--- src/rtl/mefb_pkg.sv ---
// shared constants for the motor encoder feedback tracker
// no dependencies; imported by every module of the block
package mefb_pkg;

  localparam int TICKS_LOG2_DEF = 13;
  localparam int TURN_BITS_DEF  = 32;

  localparam int SPEED_W = 16;
  localparam int CURR_W  = 16;
  localparam int TEMP_W  = 8;
  localparam int TURN_W  = 32;
  localparam int POS_W   = 45;
  localparam int POWER_W = 22;
  localparam int SETTLE_W = 8;
  localparam int COEFF_W = 24;
  localparam int CNT_W   = 9;

  localparam int CFG_W     = 24;
  localparam int CFG_IDX_W = 1;

  localparam logic [CFG_IDX_W-1:0] CFG_SETTLE_COUNT = 1'b0;
  localparam logic [CFG_IDX_W-1:0] CFG_POWER_COEFF  = 1'b1;

  localparam logic [SETTLE_W-1:0] SETTLE_COUNT_RST = 8'd50;
  localparam logic [COEFF_W-1:0]  POWER_COEFF_RST  = 24'd4332603;

  localparam int FIFO_DEPTH = 2;

  // handshake between the queue and its neighbors
  typedef struct packed {
    logic full;
    logic empty;
  } mefb_q_status_t;

endpackage

--- src/rtl/motor_encoder_feedback_tracker.sv ---
// top level of the motor encoder feedback tracker: config registers and wiring
// depends on mefb_pkg, mefb_front, mefb_fifo, mefb_back
//
//  channel  | handshake            | payload
//  in_      | in_valid / in_ready  | encoder_angle, rotor_speed, torque_current, temperature
//  out_     | out_valid/out_ready  | tracking, angle_now .. position_ticks, power_estimate
//  cfg_     | cfg_we               | cfg_index (0 settle_count, 1 power_coeff), cfg_wdata
//
//  in the back end an item goes through queue pop with turn scaling and
//  current*speed product, coefficient product, then the result register
//  until taken; the back-end sequence sets the sustained rate
//  a two-entry queue lets the front end keep accepting while a result stalls
//  reset (synchronous, rst_n low) clears calibration, turn count and queue
module motor_encoder_feedback_tracker #(
  parameter int TICKS_LOG2 = mefb_pkg::TICKS_LOG2_DEF,
  parameter int TURN_BITS  = mefb_pkg::TURN_BITS_DEF
) (
  input  logic                                 clk,
  input  logic                                 rst_n,
  input  logic                                 cfg_we,
  input  logic [mefb_pkg::CFG_IDX_W-1:0]       cfg_index,
  input  logic [mefb_pkg::CFG_W-1:0]           cfg_wdata,
  input  logic                                 in_valid,
  output logic                                 in_ready,
  input  logic [TICKS_LOG2-1:0]                in_encoder_angle,
  input  logic signed [mefb_pkg::SPEED_W-1:0]  in_rotor_speed,
  input  logic signed [mefb_pkg::CURR_W-1:0]   in_torque_current,
  input  logic [mefb_pkg::TEMP_W-1:0]          in_temperature,
  output logic                                 out_valid,
  input  logic                                 out_ready,
  output logic                                 out_tracking,
  output logic [TICKS_LOG2-1:0]                out_angle_now,
  output logic signed [mefb_pkg::SPEED_W-1:0]  out_speed_out,
  output logic signed [mefb_pkg::CURR_W-1:0]   out_current_out,
  output logic [mefb_pkg::TEMP_W-1:0]          out_temperature_out,
  output logic signed [mefb_pkg::TURN_W-1:0]   out_turn_count,
  output logic signed [mefb_pkg::POS_W-1:0]    out_absolute_angle,
  output logic signed [mefb_pkg::POS_W-1:0]    out_position_ticks,
  output logic [mefb_pkg::POWER_W-1:0]         out_power_estimate
);
  import mefb_pkg::*;

  localparam int ENTRY_W = 41 + 2 * TICKS_LOG2 + TURN_BITS;

  logic [SETTLE_W-1:0] settle_count_r;
  logic [COEFF_W-1:0]  power_coeff_r;

  mefb_q_status_t      q_status;
  logic                q_push, q_pop;
  logic [ENTRY_W-1:0]  q_in, q_out;

  always_ff @(posedge clk) begin
    if (!rst_n) begin
      settle_count_r <= SETTLE_COUNT_RST;
      power_coeff_r  <= POWER_COEFF_RST;
    end else if (cfg_we) begin
      case (cfg_index)
        CFG_SETTLE_COUNT: settle_count_r <= cfg_wdata[SETTLE_W-1:0];
        CFG_POWER_COEFF:  power_coeff_r  <= cfg_wdata[COEFF_W-1:0];
        default: ;
      endcase
    end
  end

  mefb_front #(
    .TICKS_LOG2 (TICKS_LOG2),
    .TURN_BITS  (TURN_BITS),
    .ENTRY_W    (ENTRY_W)
  ) u_front (
    .clk               (clk),
    .rst_n             (rst_n),
    .in_valid          (in_valid),
    .in_ready          (in_ready),
    .in_encoder_angle  (in_encoder_angle),
    .in_rotor_speed    (in_rotor_speed),
    .in_torque_current (in_torque_current),
    .in_temperature    (in_temperature),
    .settle_count      (settle_count_r),
    .q_status          (q_status),
    .q_push            (q_push),
    .q_entry           (q_in)
  );

  mefb_fifo #(
    .WIDTH (ENTRY_W)
  ) u_fifo (
    .clk       (clk),
    .rst_n     (rst_n),
    .push      (q_push),
    .push_data (q_in),
    .pop       (q_pop),
    .pop_data  (q_out),
    .status    (q_status)
  );

  mefb_back #(
    .TICKS_LOG2 (TICKS_LOG2),
    .TURN_BITS  (TURN_BITS),
    .ENTRY_W    (ENTRY_W)
  ) u_back (
    .clk                 (clk),
    .rst_n               (rst_n),
    .q_status            (q_status),
    .q_entry             (q_out),
    .q_pop               (q_pop),
    .power_coeff         (power_coeff_r),
    .out_valid           (out_valid),
    .out_ready           (out_ready),
    .out_tracking        (out_tracking),
    .out_angle_now       (out_angle_now),
    .out_speed_out       (out_speed_out),
    .out_current_out     (out_current_out),
    .out_temperature_out (out_temperature_out),
    .out_turn_count      (out_turn_count),
    .out_absolute_angle  (out_absolute_angle),
    .out_position_ticks  (out_position_ticks),
    .out_power_estimate  (out_power_estimate)
  );

endmodule

--- src/rtl/mefb_front.sv ---
// front end: takes feedback frames, runs offset capture and turn unwrap
// depends on mefb_pkg; pushes one packed entry per frame into mefb_fifo
module mefb_front #(
  parameter int TICKS_LOG2 = mefb_pkg::TICKS_LOG2_DEF,
  parameter int TURN_BITS  = mefb_pkg::TURN_BITS_DEF,
  parameter int ENTRY_W    = 41 + 2 * TICKS_LOG2 + TURN_BITS
) (
  input  logic                                clk,
  input  logic                                rst_n,
  input  logic                                in_valid,
  output logic                                in_ready,
  input  logic [TICKS_LOG2-1:0]               in_encoder_angle,
  input  logic signed [mefb_pkg::SPEED_W-1:0] in_rotor_speed,
  input  logic signed [mefb_pkg::CURR_W-1:0]  in_torque_current,
  input  logic [mefb_pkg::TEMP_W-1:0]         in_temperature,
  input  logic [mefb_pkg::SETTLE_W-1:0]       settle_count,
  input  mefb_pkg::mefb_q_status_t            q_status,
  output logic                                q_push,
  output logic [ENTRY_W-1:0]                  q_entry
);
  import mefb_pkg::*;

  localparam logic signed [TICKS_LOG2+1:0] HALF  = (TICKS_LOG2+2)'(1) << (TICKS_LOG2 - 1);
  localparam logic signed [TICKS_LOG2+1:0] NHALF = -HALF;

  logic                  ready_r, ready_nxt;
  logic [CNT_W-1:0]      cnt_r, cnt_nxt;
  logic [TICKS_LOG2-1:0] offset_r, offset_nxt;
  logic [TICKS_LOG2-1:0] prev_r, prev_nxt;
  logic [TURN_BITS-1:0]  turns_r, turns_nxt;
  logic signed [TICKS_LOG2+1:0] diff;

  assign in_ready = !q_status.full;
  assign q_push   = in_valid && !q_status.full;
  assign diff     = $signed({2'b00, in_encoder_angle}) - $signed({2'b00, prev_r});

  always_comb begin
    ready_nxt  = ready_r;
    cnt_nxt    = cnt_r;
    offset_nxt = offset_r;
    prev_nxt   = prev_r;
    turns_nxt  = turns_r;
    if (q_push) begin
      if (!ready_r) begin
        cnt_nxt = cnt_r + 1'b1;
        if (cnt_nxt > {1'b0, settle_count}) begin
          ready_nxt = 1'b1;
        end else begin
          offset_nxt = in_encoder_angle;
        end
        prev_nxt = offset_nxt;
      end else begin
        // a jump of more than half a turn is a wrap
        if (diff > HALF) begin
          turns_nxt = turns_r - 1'b1;
        end else if (diff < NHALF) begin
          turns_nxt = turns_r + 1'b1;
        end
        prev_nxt = in_encoder_angle;
      end
    end
  end

  assign q_entry = {ready_r, in_encoder_angle, in_rotor_speed, in_torque_current,
                    in_temperature, turns_nxt, offset_r};

  always_ff @(posedge clk) begin
    if (!rst_n) begin
      ready_r  <= 1'b0;
      cnt_r    <= '0;
      offset_r <= '0;
      prev_r   <= '0;
      turns_r  <= '0;
    end else begin
      ready_r  <= ready_nxt;
      cnt_r    <= cnt_nxt;
      offset_r <= offset_nxt;
      prev_r   <= prev_nxt;
      turns_r  <= turns_nxt;
    end
  end

  // once calibrated the tracker never falls back to capture
  a_ready_sticky: assert property (@(posedge clk) disable iff (!rst_n)
    ready_r |=> ready_r)
    else $error("ready flag dropped after calibration");

endmodule

--- src/rtl/mefb_fifo.sv ---
// short queue between the front end and the back end
// depends on mefb_pkg for depth and status type
module mefb_fifo #(
  parameter int WIDTH = 8
) (
  input  logic                     clk,
  input  logic                     rst_n,
  input  logic                     push,
  input  logic [WIDTH-1:0]         push_data,
  input  logic                     pop,
  output logic [WIDTH-1:0]         pop_data,
  output mefb_pkg::mefb_q_status_t status
);
  import mefb_pkg::*;

  localparam int PTR_W = $clog2(FIFO_DEPTH);
  localparam int CNT_QW = $clog2(FIFO_DEPTH + 1);

  logic [WIDTH-1:0]  mem [FIFO_DEPTH];
  logic [PTR_W-1:0]  wr_ptr_r, rd_ptr_r;
  logic [CNT_QW-1:0] count_r;

  assign status.full  = (count_r == CNT_QW'(FIFO_DEPTH));
  assign status.empty = (count_r == '0);
  assign pop_data     = mem[rd_ptr_r];

  always_ff @(posedge clk) begin
    if (push) begin
      mem[wr_ptr_r] <= push_data;
    end
  end

  always_ff @(posedge clk) begin
    if (!rst_n) begin
      wr_ptr_r <= '0;
      rd_ptr_r <= '0;
      count_r  <= '0;
    end else begin
      if (push) begin
        wr_ptr_r <= (wr_ptr_r == PTR_W'(FIFO_DEPTH - 1)) ? '0 : wr_ptr_r + 1'b1;
      end
      if (pop) begin
        rd_ptr_r <= (rd_ptr_r == PTR_W'(FIFO_DEPTH - 1)) ? '0 : rd_ptr_r + 1'b1;
      end
      count_r <= count_r + CNT_QW'(push) - CNT_QW'(pop);
    end
  end

  a_no_overrun: assert property (@(posedge clk) disable iff (!rst_n)
    !(push && status.full) && !(pop && status.empty))
    else $error("queue pushed while full or popped while empty");

endmodule

--- src/rtl/mefb_back.sv ---
// back end: position arithmetic, power estimate and the result register
// depends on mefb_pkg; pops packed entries from mefb_fifo
module mefb_back #(
  parameter int TICKS_LOG2 = mefb_pkg::TICKS_LOG2_DEF,
  parameter int TURN_BITS  = mefb_pkg::TURN_BITS_DEF,
  parameter int ENTRY_W    = 41 + 2 * TICKS_LOG2 + TURN_BITS
) (
  input  logic                                 clk,
  input  logic                                 rst_n,
  input  mefb_pkg::mefb_q_status_t             q_status,
  input  logic [ENTRY_W-1:0]                   q_entry,
  output logic                                 q_pop,
  input  logic [mefb_pkg::COEFF_W-1:0]         power_coeff,
  output logic                                 out_valid,
  input  logic                                 out_ready,
  output logic                                 out_tracking,
  output logic [TICKS_LOG2-1:0]                out_angle_now,
  output logic signed [mefb_pkg::SPEED_W-1:0]  out_speed_out,
  output logic signed [mefb_pkg::CURR_W-1:0]   out_current_out,
  output logic [mefb_pkg::TEMP_W-1:0]          out_temperature_out,
  output logic signed [mefb_pkg::TURN_W-1:0]   out_turn_count,
  output logic signed [mefb_pkg::POS_W-1:0]    out_absolute_angle,
  output logic signed [mefb_pkg::POS_W-1:0]    out_position_ticks,
  output logic [mefb_pkg::POWER_W-1:0]         out_power_estimate
);
  import mefb_pkg::*;

  localparam logic [1:0] ST_IDLE = 2'd0;
  localparam logic [1:0] ST_CALC = 2'd1;
  localparam logic [1:0] ST_OUT  = 2'd2;

  localparam int PMUL_W = 31 + COEFF_W;

  logic [1:0] state_r, state_nxt;

  // unpacked entry fields
  logic                         e_tracking;
  logic [TICKS_LOG2-1:0]        e_angle;
  logic signed [SPEED_W-1:0]    e_speed;
  logic signed [CURR_W-1:0]     e_current;
  logic [TEMP_W-1:0]            e_temp;
  logic [TURN_BITS-1:0]         e_turns;
  logic [TICKS_LOG2-1:0]        e_offset;

  // working registers
  logic                         trk_r;
  logic [TICKS_LOG2-1:0]        angle_r;
  logic signed [SPEED_W-1:0]    speed_r;
  logic signed [CURR_W-1:0]     current_r;
  logic [TEMP_W-1:0]            temp_r;
  logic signed [TURN_W-1:0]     turns_r;
  logic [TICKS_LOG2-1:0]        offset_r;
  logic signed [31:0]           prod_r;
  logic [POS_W-1:0]             abs_r;

  logic signed [63:0]           turns64;
  logic [63:0]                  abs64;
  logic [PMUL_W-1:0]            pmul;
  logic [POWER_W-1:0]           power;

  logic                         ov_r;

  assign {e_tracking, e_angle, e_speed, e_current, e_temp, e_turns, e_offset} = q_entry;

  assign q_pop   = (state_r == ST_IDLE) && !q_status.empty;
  assign turns64 = 64'($signed(e_turns));
  assign abs64   = 64'(turns64 <<< TICKS_LOG2) + 64'(e_angle);
  assign pmul    = PMUL_W'(prod_r[30:0]) * PMUL_W'(power_coeff);
  // product of zero or less gives no power
  assign power   = (prod_r > 0) ? pmul[32 +: POWER_W] : '0;

  always_comb begin
    state_nxt = state_r;
    case (state_r)
      ST_IDLE: begin
        if (q_pop) begin
          state_nxt = ST_CALC;
        end
      end
      ST_CALC: state_nxt = ST_OUT;
      ST_OUT: begin
        if (out_ready) begin
          state_nxt = ST_IDLE;
        end
      end
      default: state_nxt = ST_IDLE;
    endcase
  end

  always_ff @(posedge clk) begin
    if (!rst_n) begin
      state_r <= ST_IDLE;
      ov_r    <= 1'b0;
    end else begin
      state_r <= state_nxt;
      ov_r    <= (state_nxt == ST_OUT);
    end
  end

  always_ff @(posedge clk) begin
    if (q_pop) begin
      trk_r     <= e_tracking;
      angle_r   <= e_angle;
      speed_r   <= e_speed;
      current_r <= e_current;
      temp_r    <= e_temp;
      turns_r   <= TURN_W'($signed(e_turns));
      offset_r  <= e_offset;
      prod_r    <= 32'(e_current) * 32'(e_speed);
      abs_r     <= abs64[POS_W-1:0];
    end
  end

  always_ff @(posedge clk) begin
    if (state_r == ST_CALC) begin
      out_tracking        <= trk_r;
      out_angle_now       <= trk_r ? angle_r : '0;
      out_speed_out       <= trk_r ? speed_r : '0;
      out_current_out     <= trk_r ? current_r : '0;
      out_temperature_out <= trk_r ? temp_r : '0;
      out_turn_count      <= trk_r ? turns_r : '0;
      out_absolute_angle  <= trk_r ? abs_r : '0;
      out_position_ticks  <= trk_r ? (abs_r - POS_W'(offset_r)) : '0;
      out_power_estimate  <= trk_r ? power : '0;
    end
  end

  assign out_valid = ov_r;

  a_valid_state: assert property (@(posedge clk) disable iff (!rst_n)
    out_valid == (state_r == ST_OUT))
    else $error("result valid out of step with sequencer");

  a_capture_zero: assert property (@(posedge clk) disable iff (!rst_n)
    (out_valid && !out_tracking) |-> (out_position_ticks == '0 && out_power_estimate == '0))
    else $error("capture frame result not cleared");

  a_hold_until_taken: assert property (@(posedge clk) disable iff (!rst_n)
    (out_valid && !out_ready) |=> (out_valid && $stable(out_absolute_angle)))
    else $error("stalled result changed");

endmodule

--- config.mk ---
export PLATFORM = sky130hd
export DESIGN_NAME = motor_encoder_feedback_tracker
export DESIGN_NICKNAME = d
export VERILOG_FILES = /design/src/rtl/mefb_pkg.sv /design/src/rtl/motor_encoder_feedback_tracker.sv /design/src/rtl/mefb_front.sv /design/src/rtl/mefb_fifo.sv /design/src/rtl/mefb_back.sv
export SDC_FILE = /design/constraint.sdc
export NUM_CORES = 2
export LEC_CHECK = 0
export BUFFER_PORTS_ARGS = -buffer_cell sky130_fd_sc_hd__buf_2
export CAP_MARGIN = 10
export CORE_MARGIN = 3
export CORE_UTILIZATION = 44
export DETAILED_ROUTE_END_ITERATION = 10
export PLACE_DENSITY = 0.66
export SETUP_SLACK_MARGIN = 0.4
export SLEW_MARGIN = 20
export SYNTH_ARGS = -nofsm -noshare
export SYNTH_HDL_FRONTEND = slang
export SYNTH_SLANG_ARGS = --single-unit
--- constraint.sdc ---
create_clock -name clk -period 13.5 [get_ports clk]
set_input_delay 0.675 -clock clk [delete_from_list [all_inputs] [get_ports clk]]
set_output_delay 0.675 -clock clk [all_outputs]
set_load 0.02 [all_outputs]
; After elaboration in Yosys (flattened, before gate mapping)
; Memory sizes are Yosys's and may differ from the RTL's. A register that Yosys moved wholly into a read port is not among the register bits.
; Index checks and enable logic that the tools add are counted.
[totals]
input_bits = 83
ff_bits = 481
mem_bits_rw = 198
out_inout_bits = 200
n_memories = 1
wordCells = 80
[memory_table]
columns = name, words, word_bits, read_ports, rd_clocked_by_memory_dff, wr, line_no
row1 = u_fifo.mem, 2, 99, 1, 1, 1, mefb_fifo.sv:19  ; logic [WIDTH-1:0] mem [FIFO_DEPTH];
[op_classes]
reduce_logical = 10
magnitude_cmp = 4
eq_ne = 4
n_bitwise = 2
addsub = 10
muxes = 17
mul = 2
[ops]
columns = operator, count
row1 = 32-bit two-way mux, 4
row2 = 31-bit by 24-bit multiplier with 54-bit output, 1
row3 = 45-bit by 14-bit adder with 45-bit output, 1
row4 = 45-bit by 13-bit subtractor with 45-bit output, 1
row5 = 32-bit by 1-bit adder with 32-bit output (second input constant), 1
row6 = 32-bit by 1-bit greater-than comparator with 1-bit output (second input constant), 1
row7 = 16-bit by 16-bit multiplier with 32-bit output, 1
row8 = 32-bit by 1-bit subtractor with 32-bit output (second input constant), 1
row9 = 13-bit two-way mux, 2
row10 = 15-bit by 14-bit greater-than comparator with 1-bit output (second input constant), 1
row11 = 15-bit by 13-bit < comparator with 1-bit output (second input constant), 1
row12 = 13-bit by 13-bit subtractor with 14-bit output, 1
row13 = 9-bit by 1-bit adder with 9-bit output (second input constant), 1
row14 = 9-bit by 8-bit greater-than comparator with 1-bit output, 1
row15 = 1-bit two-way mux, 8
row16 = 2-bit AND reduction, 4
row17 = 2-bit == test (second input constant), 3
row18 = 2-bit one-hot mux with 3 select lines, 1
row19 = 2-bit logical NOT, 2
row20 = 2-bit two-way mux, 2
row21 = 1-bit adder (second input constant), 2
row22 = 2-bit by 1-bit adder with 2-bit output, 1
row23 = 2-bit by 1-bit == test with 1-bit output (second input constant), 1
row24 = 1-bit logical AND, 2
row25 = other kinds (3), 5

; Depth between registers and ports, before layout
[logic_depth]
ltp_word = 6
ltp_mapped = 28
mapped_depth_nobuf = 25

; Hierarchy
; A second synthesis with hierarchy kept.
[hier_totals]
cells_unflattened = 5628
hier_area_um2 = 58713.8
[by_module_without_submodules]
columns = mod, n_inst, area_per_inst_um2, cells_each, seq_area_each_um2
row1 = mefb_back, 1, 44009.7, 4379, 8588.2
row2 = mefb_fifo, 1, 7397.1, 329, 6045.8
row3 = mefb_front, 1, 5945.7, 778, 1361.3
row4 = motor_encoder_feedback_tracker, 1, 1361.3, 142, 640.6

; Least setup slack after synthesis
; OpenSTA, ideal clock, no wires.
[synth_timing]
path_kind = flip-flop to flip-flop
start = reg u_fifo.count_r[1]
end = reg u_fifo.count_r[1]
arrival_ps = 11251
slack_ps = 2122
setup_time_ps = 128
stages_incl_launch_ff = 9
synth_period_minus_slack_ps = 11378
cell_sequence = dfxtp_1 > nor2_1 > nor3_1 > ha_1 > inv_1 > ha_1 > xor2_1 > xnor2_1 > nor2_1
[synth_between]
word_cells_on_any_way = 8
[synth_rtl]
columns = element, line_no
row1 = start: declaration, mefb_fifo.sv:21  ; logic [CNT_QW-1:0] count_r;
row2 = start signal: assignment, mefb_fifo.sv:45  ; count_r <= count_r + CNT_QW'(push) - CNT_QW'(pop);
row3 = 2-bit logical NOT, mefb_fifo.sv:24  ; assign status.empty = (count_r == '0);
row4 = 1-bit logical NOT, mefb_back.sv:65  ; assign q_pop = (state_r == ST_IDLE) && !q_status.empty;
row5 = 1-bit logical AND, mefb_back.sv:65
row6 = named net q_pop, motor_encoder_feedback_tracker.sv:49  ; logic q_push, q_pop;
row7 = 2-bit by 1-bit subtractor with 2-bit output, mefb_fifo.sv:45
; The timed path passes the listed nets, and every way through them passes these cells.
; A chain may end at the register's enable or synchronous reset.

==> flow_summary.ini <==
[clock_tree]
h-tree-depth = 3
ctsHoldBuffers = 0
cts_inserted_buffers = 69
cts_tree = done
cts.clk_slew.worst_paths_ns = 0.06
postCtsSetupBuffers = 0
cts_sinks = 590
cts_resized = 0
clock_path_buffers = 3
clock_latency_ns = 0.65
cts_root_buf = clkbuf_16

[drt]
vias_per_cell = 5.29
drtIter0Drc = 2851
drc = 0
wl_per_cell_um = 20.5
wl_um = 151000
drtAntennaViolNets = 0
dr_total_vias = 38870
dr.pass1.iters = 5

[global_route]
gr-usage-met1_pct = 32.0
globalRouteMet2Util_pct = 36.5
grt_pass1_wl_um = 237000
grt_max_degree = 134
grt_util_met3_pct = 5.58
grt-ovfl-total = 0
antenna_found_initial = 9
top_usage_layer = met2
grt_pass1_vias = 40912
grtUsageTotal_pct = 23.1

[logic_synthesis]
seq_area_frac_synth_pct = 29.3
synthCells = 5461
synth-edff-count = 482
async_flop_share_pct = 0
synthTopCellsByArea = fa_1 32%, edfxtp_1 25%, inv_1 6.9%
synth.largest_area_cell = fa_1
ys.flop_type = edfxtp_1
netlist.area_leader.share_pct = 31.6
synth-seq-cells = 590
yosysWarnings = 0
yosysMostFrequentCell = inv_1
syn_nets = 6735
synth.cell_area_um2 = 56800
syn-mean-instance-area_um2 = 10.4
synth_cell_types = 80
ys_top_cells_by_count = 1046 x inv_1, 898 x fa_1, 650 x nand2_1

[placement]
dpl_cell_area_um2 = 59800
portBuffers = 282
gp_congestion = 0.939
dpl.hpwl_um = 110000

[sta]
finalMaxSlewViolations = 0
rsz0062_at_grt = no
finalHoldViolCount = 0
fin_skew_ns = 0.0651
tightest_slew_ns = 1.23
fin_crit_sh_pct = 62.7
fmax_mhz = 118
holdWs_ns = 0.216
tns_ns = 0
slew_headroom_pct = 18.1
post-route-min-period_ns = 8.46
setup-violations-final = 0

[worst_hold_path]
whs_path_depth = 1
hold_class = in -> reg

[final_layout]
design_area_um2 = 62200
nNetsFinal = 6899
syn_to_final_growth_pct = 9.55
post_route_cells_drive_above_1_share_pct = 10.6

[die]
fp.dieW_um = 365
io_pins = 283
num_rows = 131
die_h_um = 365
start_util_pct = 44.4
core_area_um2 = 128000
die-area_um2 = 133000

[critical_path]
cp.required_ns = 13.84
arrival_ns = 8.81
critPathMaxFanout = 41
reg2reg_depth = 20
crit_path_start_kind = flip-flop
critical_path_class = reg -> reg
critPathCaptureType = flip-flop

[job]
maxCapViolCount = 0

[run_status]
outcome = finished clean
==> logic make-up after synthesis <==
group | Yosys count | synth area share [%]
multiplexers | 131 | 2.49
flip-flops | 590 | 29.3
buffers and inverters | 1334 | 9.13
XOR/XNOR | 119 | 1.85
AO/OA/AOI/OAI | 388 | 4.37
adder cells (fa/ha/maj) | 1191 | 38.1
AND/OR/NAND/NOR | 1708 | 14.8
==> state kept, by name (all words and copies together) (netlist names), 22 cells and up, named ones only <==
name and flops:
u_back.out_absolute_angle 45, u_back.out_position_ticks 45, power_coeff_r 24, u_back.out_power_estimate 22
u_back.prod_r 32, u_back.abs_r 45, u_front.turns_r 32, u_fifo.mem 198
==> final timing paths <==
kind	start	to	slack, ns
worst max-delay path	flip-flop	u_back.prod_r[31]	5.04
worst min-delay path	in_rotor_speed[12]	u_fifo.mem[1][81]	0.22
worst max register to register	flip-flop	u_back.prod_r[31]	5.04
worst min register to register	power_coeff_r[18]	power_coeff_r[18]	0.45
==> worst max-delay path, stage by stage (launching register included) <==
cell and delay, ns:
dfxtp_4 0.80, mux2i_1 0.75, clkinv_1 0.64, nand2_1 0.26, inv_1 0.08, fa_1 0.55, fa_1 0.88, inv_1 0.11
fa_1 0.48, fa_1 0.58, fa_1 0.43, fa_1 0.49, inv_1 0.04, ha_1 0.34, a21o_1 0.19, a21o_1 0.19
a21o_1 0.21, o41ai_1 0.62, o2111ai_1 0.21, a21oi_1 0.21, xnor2_1 0.07
==> final cells by class <==
cell class / instances / area (µm²)
fill: 11681 / 65600
clock buffer: 92 / 1950
sequential: 590 / 16600
timing repair buffer: 368 / 2130
tap: 1662 / 2080
antenna: 5 / 12.5
inverter: 1059 / 3980
clock inverter: 33 / 420
multi-input combinational: 3537 / 35000
==> metal layers <==
| layer | vias to the layer above | share of wire, % |
|---|---|---|
| met4 | 6 | 2.6 |
| met3 | 227 | 9.0 |
| met5 | - | 0.029 |
| met2 | 1491 | 46 |
| li1 | 17326 | - |
| met1 | 19820 | 43 |
==> metrics by stage <==
| step | util, % | cells | setup slack [ns] |
|---|---|---|---|
| after floorplan | - | 5461 | 2.12 |
| after global placement | 46.7 | 7211 | 5.22 |
| after detailed placement | 46.8 | 7212 | 5.04 |
| after CTS | 48.6 | 7337 | 5.00 |
| after global routing | 48.7 | 7343 | 4.51 |
| final | 48.7 | 7346 | 5.04 |
==> layout by cell type (no fill, tap or decap), drive strengths merged, types with 35 or more instances in the layout <==
master and instances:
inv 1053, fa 898, nand2 650, and2 507
edfxtp 482, buf 368, ha 293, nor2 252
a21oi 119, dfxtp 108, clkbuf 92, mux2 84
xnor2 84, o21ai 82, nor3 57, nand3 53
mux2i 47, a21o 45, xor2 35
Power is not shown: default switching activity piles up to over one toggle a cycle in this logic, so the estimate is an artifact.
